===== config.mk =====
export PLATFORM = sky130hd
export DESIGN_NAME = meter_bus_command_frame_recognizer
export DESIGN_NICKNAME = d
export VERILOG_FILES = /design/src/hdl/mbcfr_pkg.sv /design/src/hdl/meter_bus_command_frame_recognizer.sv /design/src/hdl/mbcfr_in_stage.sv /design/src/hdl/mbcfr_frame_match.sv /design/src/hdl/mbcfr_out_stage.sv
export SDC_FILE = /design/constraint.sdc
export NUM_CORES = 1
export LEC_CHECK = 0
export BUFFER_PORTS_ARGS = -buffer_cell sky130_fd_sc_hd__clkbuf_2
export CAP_MARGIN = 20
export CORE_ASPECT_RATIO = 1.4
export CORE_MARGIN = 2
export CORE_UTILIZATION = 40
export DETAILED_ROUTE_END_ITERATION = 7
export PLACE_DENSITY = 0.66
export SYNTH_ARGS = -nofsm -noshare
export SYNTH_HDL_FRONTEND = slang
export SYNTH_HIERARCHICAL = 1
export SYNTH_SLANG_ARGS = --single-unit
export TNS_END_PERCENT = 30

===== constraint.sdc =====
create_clock -name clock -period 2.58 [get_ports clock]
set_clock_uncertainty 0.15 [all_clocks]
set_input_delay 0.387 -clock clock [delete_from_list [all_inputs] [get_ports clock]]
set_output_delay 0.387 -clock clock [all_outputs]
set_load 0.005 [all_outputs]

===== src/hdl/mbcfr_pkg.sv =====
// ----------------------------------------------------------------------------
// mbcfr_pkg
// Shared types and constants of the meter-bus command frame recognizer:
// frame store size, frame patterns, item and result layouts.
// ----------------------------------------------------------------------------
`default_nettype none

package mbcfr_pkg;

   // frame store geometry
   localparam int unsigned MAX_FRAME_BYTES = 12;
   localparam int unsigned COUNT_W         = $clog2(MAX_FRAME_BYTES + 1);
   localparam int unsigned IDX_W           = $clog2(MAX_FRAME_BYTES);

   // frame lengths
   localparam int unsigned READ_BYTES    = 5;
   localparam int unsigned SET_HDR_BYTES = 6;
   localparam int unsigned SET_BYTES     = 12;

   localparam logic [COUNT_W-1:0] READ_LEN  = COUNT_W'(READ_BYTES);
   localparam logic [COUNT_W-1:0] SET_LEN   = COUNT_W'(SET_BYTES);
   localparam logic [COUNT_W-1:0] FULL_LEN  = COUNT_W'(MAX_FRAME_BYTES);

   // byte positions of the little-endian threshold in a set frame
   localparam int unsigned VALUE_POS = 6;

   // patterns, byte 0 in the lowest lane
   localparam logic [READ_BYTES-1:0][7:0] READ_PATTERN =
      {8'h16, 8'h59, 8'hFE, 8'h5B, 8'h10};
   localparam logic [SET_HDR_BYTES-1:0][7:0] SET_HEADER =
      {8'hFE, 8'h53, 8'h68, 8'h09, 8'h09, 8'h68};

   // input item kinds
   localparam logic MODE_BYTE = 1'b0;
   localparam logic MODE_IDLE = 1'b1;

   // command codes
   localparam logic CMD_READ = 1'b0;
   localparam logic CMD_SET  = 1'b1;

   typedef struct packed {
      logic       mode;
      logic [7:0] rx_byte;
   } item_type;

   typedef struct packed {
      logic        command;
      logic [31:0] set_value;
   } result_type;

endpackage

`default_nettype wire


===== src/hdl/meter_bus_command_frame_recognizer.sv =====
// Collects received UART bytes and checks the frame on each line-idle item.
// One item is accepted per cycle while the held item can move on; a recognized
// command passes through the input register, then the result register, to the
// result channel. While a result waiting in the result register is not taken,
// the held item cannot move on and the input stalls.
// The frame store holds twelve bytes; a byte arriving into
// a full store clears it instead. Exactly 10 5B FE 59 16 gives a read command
// (value zero), twelve bytes opening 68 09 09 68 53 FE give a set-threshold
// command with bytes 6..9 as a little-endian value. For a set frame, checksum
// and stop byte are not checked; an unrecognized frame stays in the store.
// ----------------------------------------------------------------------------
// meter_bus_command_frame_recognizer
// Top level: input register, frame store with compare, result register.
// ----------------------------------------------------------------------------
`default_nettype none

module meter_bus_command_frame_recognizer (
   input  wire logic        clock,
   input  wire logic        reset,
   input  wire logic        req_tvalid,
   output logic             req_tready,
   input  wire logic [7:0]  req_tdata,   // [7:0] rx_byte
   input  wire logic        req_tuser,   // [0] mode
   output logic             rsp_tvalid,
   input  wire logic        rsp_tready,
   output logic [31:0]      rsp_tdata,   // [31:0] set_value
   output logic             rsp_tuser    // [0] command
);
   import mbcfr_pkg::*;

   item_type   in_item;
   item_type   item;
   logic       item_valid;
   logic       out_free;
   logic       advance;
   logic       hit;
   result_type result;
   result_type out_data;

   assign in_item.mode    = req_tuser;
   assign in_item.rx_byte = req_tdata;

   // the held item moves on whenever the result register can take a result
   assign advance = item_valid && out_free;

   mbcfr_in_stage u_in (
      .clock      (clock),
      .reset      (reset),
      .in_valid   (req_tvalid),
      .in_ready   (req_tready),
      .in_item    (in_item),
      .take       (advance),
      .item_valid (item_valid),
      .item       (item)
   );

   mbcfr_frame_match u_match (
      .clock  (clock),
      .reset  (reset),
      .step   (advance),
      .item   (item),
      .hit    (hit),
      .result (result)
   );

   mbcfr_out_stage u_out (
      .clock     (clock),
      .reset     (reset),
      .load      (advance && hit),
      .load_data (result),
      .free      (out_free),
      .out_valid (rsp_tvalid),
      .out_ready (rsp_tready),
      .out_data  (out_data)
   );

   assign rsp_tdata = out_data.set_value;
   assign rsp_tuser = out_data.command;

endmodule

`default_nettype wire


===== src/hdl/mbcfr_in_stage.sv =====
// ----------------------------------------------------------------------------
// mbcfr_in_stage
// Input register: holds one accepted item until the frame logic takes it.
// ----------------------------------------------------------------------------
`default_nettype none

module mbcfr_in_stage (
   input  wire logic                 clock,
   input  wire logic                 reset,
   input  wire logic                 in_valid,
   output logic                      in_ready,
   input  wire mbcfr_pkg::item_type  in_item,
   input  wire logic                 take,
   output logic                      item_valid,
   output mbcfr_pkg::item_type       item
);
   import mbcfr_pkg::*;

   logic     valid_ff;
   logic     valid_in;
   item_type item_ff;

   // a slot opens when empty or when the held item moves on this cycle
   assign in_ready = !valid_ff || take;
   assign valid_in = (in_valid && in_ready) || (valid_ff && !take);

   always_ff @(posedge clock) begin
      if (reset) begin
         valid_ff <= 1'b0;
      end else begin
         valid_ff <= valid_in;
      end
   end

   // payload capture
   always_ff @(posedge clock) begin
      if (in_valid && in_ready) begin
         item_ff <= in_item;
      end
   end

   assign item_valid = valid_ff;
   assign item       = item_ff;

endmodule

`default_nettype wire


===== src/hdl/mbcfr_frame_match.sv =====
// ----------------------------------------------------------------------------
// mbcfr_frame_match
// Frame store and byte count, with the parallel compare against the read
// and set-threshold frames done when the line goes idle.
// ----------------------------------------------------------------------------
`default_nettype none

module mbcfr_frame_match (
   input  wire logic                 clock,
   input  wire logic                 reset,
   input  wire logic                 step,
   input  wire mbcfr_pkg::item_type  item,
   output logic                      hit,
   output mbcfr_pkg::result_type     result
);
   import mbcfr_pkg::*;

   logic [MAX_FRAME_BYTES-1:0][7:0] store_ff;
   logic [COUNT_W-1:0]              count_ff;
   logic [COUNT_W-1:0]              count_in;
   logic                            read_match;
   logic                            set_match;
   logic                            is_idle;

   assign is_idle = (item.mode == MODE_IDLE);

   // pattern compares over the stored bytes
   always_comb begin
      read_match = (count_ff == READ_LEN);
      for (int i = 0; i < READ_BYTES; i++) begin
         if (store_ff[i] != READ_PATTERN[i]) begin
            read_match = 1'b0;
         end
      end
      set_match = (count_ff == SET_LEN);
      for (int i = 0; i < SET_HDR_BYTES; i++) begin
         if (store_ff[i] != SET_HEADER[i]) begin
            set_match = 1'b0;
         end
      end
   end

   // result: read takes priority, value is zero for read
   always_comb begin
      hit              = is_idle && (read_match || set_match);
      result.command   = read_match ? CMD_READ : CMD_SET;
      result.set_value = read_match ? 32'd0 :
                         {store_ff[VALUE_POS+3], store_ff[VALUE_POS+2],
                          store_ff[VALUE_POS+1], store_ff[VALUE_POS]};
   end

   // count update: a byte into a full store or a recognized frame clears it
   always_comb begin
      count_in = count_ff;
      if (step) begin
         if (!is_idle) begin
            if (count_ff >= FULL_LEN) begin
               count_in = '0;
            end else begin
               count_in = count_ff + COUNT_W'(1);
            end
         end else if (read_match || set_match) begin
            count_in = '0;
         end
      end
   end

   always_ff @(posedge clock) begin
      if (reset) begin
         count_ff <= '0;
      end else begin
         count_ff <= count_in;
      end
   end

   // byte write at the current fill position; bytes past the count are never read
   always_ff @(posedge clock) begin
      if (step && !is_idle && (count_ff < FULL_LEN)) begin
         store_ff[count_ff[IDX_W-1:0]] <= item.rx_byte;
      end
   end

endmodule

`default_nettype wire


===== src/hdl/mbcfr_out_stage.sv =====
// ----------------------------------------------------------------------------
// mbcfr_out_stage
// Result register: holds one command until the result channel takes it.
// ----------------------------------------------------------------------------
`default_nettype none

module mbcfr_out_stage (
   input  wire logic                   clock,
   input  wire logic                   reset,
   input  wire logic                   load,
   input  wire mbcfr_pkg::result_type  load_data,
   output logic                        free,
   output logic                        out_valid,
   input  wire logic                   out_ready,
   output mbcfr_pkg::result_type       out_data
);
   import mbcfr_pkg::*;

   logic       valid_ff;
   logic       valid_in;
   result_type data_ff;

   // free when empty or draining this cycle
   assign free     = !valid_ff || out_ready;
   assign valid_in = load || (valid_ff && !out_ready);

   always_ff @(posedge clock) begin
      if (reset) begin
         valid_ff <= 1'b0;
      end else begin
         valid_ff <= valid_in;
      end
   end

   always_ff @(posedge clock) begin
      if (load) begin
         data_ff <= load_data;
      end
   end

   assign out_valid = valid_ff;
   assign out_data  = data_ff;

endmodule

`default_nettype wire

==> key figures <==
Run status
  • Outcome: finished clean

Placed design
  • Place WS: 0.08913 ns
  • Placed Cells: 439
  • Port Buffers: 47
  • GP Congestion: 0.8343
  • HPWL Detailed: 4902 um

Final layout
  • Layout filler cell count: 945
  • Most frequent cells in the layout: edfxtp_1 (122), clkbuf_2 (47), nor2b_1 (32), clkbuf_16 (18)
  • Layout area overhead: 24.95%
  • Layout cells sized above 1: 29.50%
  • Antenna fix cells: 0
  • Commonest non-fill, non-tap cell in the layout: edfxtp_1
  • Final cell count without fillers: 483
  • Nets: 343

Logic synthesis
  • Avg Synthesized Cell Area: 18.58 um^2
  • Asr flop ratio synth: 0%
  • Cell Area, Synth: 4589 um^2
  • Register area share after synthesis: 82.44%
  • Mapped Cells: 247
  • EDFF count, synth: 122
  • Yosys Warn Count: 6
  • Mapped Nets: 264
  • Synth Flop Type: edfxtp_1
  • Synth area leader: edfxtp_1
  • Register bit total from synthesis: 128
  • Largest cells by area after synthesis: edfxtp_1 (80%), nor2b_1 (4.4%), dfxtp_1 (2.6%), and2_1 (1.2%), ha_1 (1.1%)
  • Area share of the leading cell type in the synthesized netlist: 79.83%
  • Synth unique cells: 38

Power
  • PwrDens: 800.7 nW/um^2
  • Combinational share of power: 1.5%
  • Reg power frac: 50.8%
  • Switching part of the total: 20.34%
  • Internal power: 0.003657 W
  • VDD IR-drop max: 0.0004643 V
  • Pleak: 1.958 nW
  • Clock share of power: 47.8%
  • Sw power: 0.0009342 W

Routing
  • Pre-Repair DR Iteration Count: 4
  • Wirelength, routed: 7623 um
  • Routed length per placed instance: 15.78 um
  • DR DRC count: 0
  • Initial DRC Count: 153
  • Via density: 4.781
  • Via count: 2309
  • Detail Route Antenna Nets: 0

STA
  • Total Neg Setup Slack: 0 ns
  • Fin. max-slew vios: 0
  • Fin Hold WS: 0.06551 ns
  • Slew of the pin with the lowest slew margin: 0.4973 ns
  • Final min period: 2.393 ns
  • Tcrit/Tclk final: 92.73%
  • RSZ-0062 raised after global routing: false
  • Fmax: 418.0 MHz
  • Setup ws final: 0.1875 ns
  • Fin. Hold Viols: 0
  • Slew headroom: 66.85%
  • Final setup vio count: 0

Floorplan
  • Die height: 130.7 um
  • Die X: 94.53 um
  • I/O pin total: 48
  • Initial Util: 40.68%
  • Core Region: 11280 um^2
  • Die area: 12360 um^2
  • Row count: 46

Flow run
  • # Max-Cap Violations: 0

CTS
  • CTS Buf Count: 17
  • CTS tree: done
  • H-tree Lvls: 4
  • Total clock sinks: 128
  • Clock Latency Late Sink: 0.40 ns
  • CTS root buf: clkbuf_16
  • Clk slew on worst S/H paths: 0.06 ns
  • CTS max path bufs: 2

Hold path
  • Hold Path Class: primary input to register

GRT
  • GRT Overall Usage: 13.37%
  • Vias in the first global route: 2219
  • Initial antenna violation count: 0
  • Global-route wire length before repair: 11430 um
  • Largest net degree at the start of global routing: 35
  • Grt ovf: 0

Critical path
  • FF-to-FF setup slack: 0.19 ns
  • CP Launch Type: register
  • CP Max Fanout: 17
  • CP endpoint kind: register
  • CP Data Required Time: 2.55 ns
  • WP data arrival: 2.36 ns
  • Critical path class: register to register
## cells in the mapped netlist (all sizes together) (3+ instances only)
cell type and instances:
a21oi 5, and2 10, nor3 5, edfxtp 122, dfxtp 6, nor4 6
nor4bb 3, nor2 4, nand4 5, or3 3, ha 4, and3 3
nand2b 3, nor2b 32, o21ai 3, inv 7, buf 4, nand3 4
nand4b 3, nand2 3
## critical path, stage by stage, from the launching register on
cell and delay [ns]:
edfxtp_1 0.39, or4_4 0.56, nor4_2 0.15, nand4_1 0.14
a211oi_2 0.27, and3_4 0.27, clkbuf_16 0.19
## metrics by stage
stage,total power [W],utilization [%],instance area (um^2)
global placement,0.002430,44.58,5029
finish,0.004592,50.83,5734
CTS,0.004645,50.37,5682
floorplan,0.002386,-,4591
global route,0.004760,50.83,5734
detailed placement,0.002432,44.58,5029
## routing by layer
metal	vias up	global-route usage [%]	share of wire [%]	wire [um]
met4	0	8.866	2.9	223
met3	19	4.014	5.5	416
met2	79	22.69	54	4148
met1	1100	14.39	37	2836
li1	1111	-	-	-
met5	-	0	0	0
## power by group through the flow
stage / Sequential (W) / Clock, W / Combinational [W]
6_report: 0.00233 / 0.00219 / 0.0000673
5_1_grt: 0.00234 / 0.00235 / 0.0000737
4_1_cts: 0.00233 / 0.00225 / 0.0000670
3_5_place_dp: 0.00238 / 0 / 0.0000564
3_3_place_gp: 0.00237 / 0 / 0.0000555
2_1_floorplan: 0.00235 / 0 / 0.0000327
## area by class of cell
cell class | instances | area (um^2) | share of cell area [%]
clock buffer | 17 | 425.4 | 7.419
multi-input combinational | 108 | 765.7 | 13.35
inverter | 7 | 26.28 | 0.4582
timing repair buffer | 64 | 415.4 | 7.244
clock inverter | 15 | 137.6 | 2.400
sequential | 128 | 3784 | 65.98
tap | 144 | 180.2 | 3.142
## path summary, 6_finish.rpt
path	end	cells after the start	start
min	u_in/item_valid$_SDFF_PP0_	3	req_tvalid
min reg2reg	u_out/out_data[13]$_DFFE_PP_	1	u_match/store_ff[61]$_DFFE_PP_
max reg2reg	u_out/out_data[4]$_DFFE_PP_	6	u_match/store_ff[17]$_DFFE_PP_
max	u_out/out_data[4]$_DFFE_PP_	6	u_match/store_ff[17]$_DFFE_PP_
## kinds of logic (layout without fill, tap and decap cells)
kind of cell,count (synthesis),after routing,synth area share [%]
AOI/OAI and AO/OA,13,13,2.045
adders and majority gates,4,4,1.091
buffers and inverters,11,103,1.172
DFF,128,128,82.44
and+or+nand+nor,91,91,13.25
## flip-flops by register name, summed over array words and instances, names as in the netlist
register,count
u_in/item_valid,1
u_match/count_ff,4
u_in/item,9
u_match/store_ff,80
u_out/out_data,33
u_out/out_valid,1
## timing repair
action	in CTS	in global routing
hold buffers	9	0
endpoints found under the hold margin	9	0
resized for setup	0	3
endpoints found under the setup margin	0	34
buffers inserted	0	2
No activity file was read; power rests on OpenSTA's default activity.
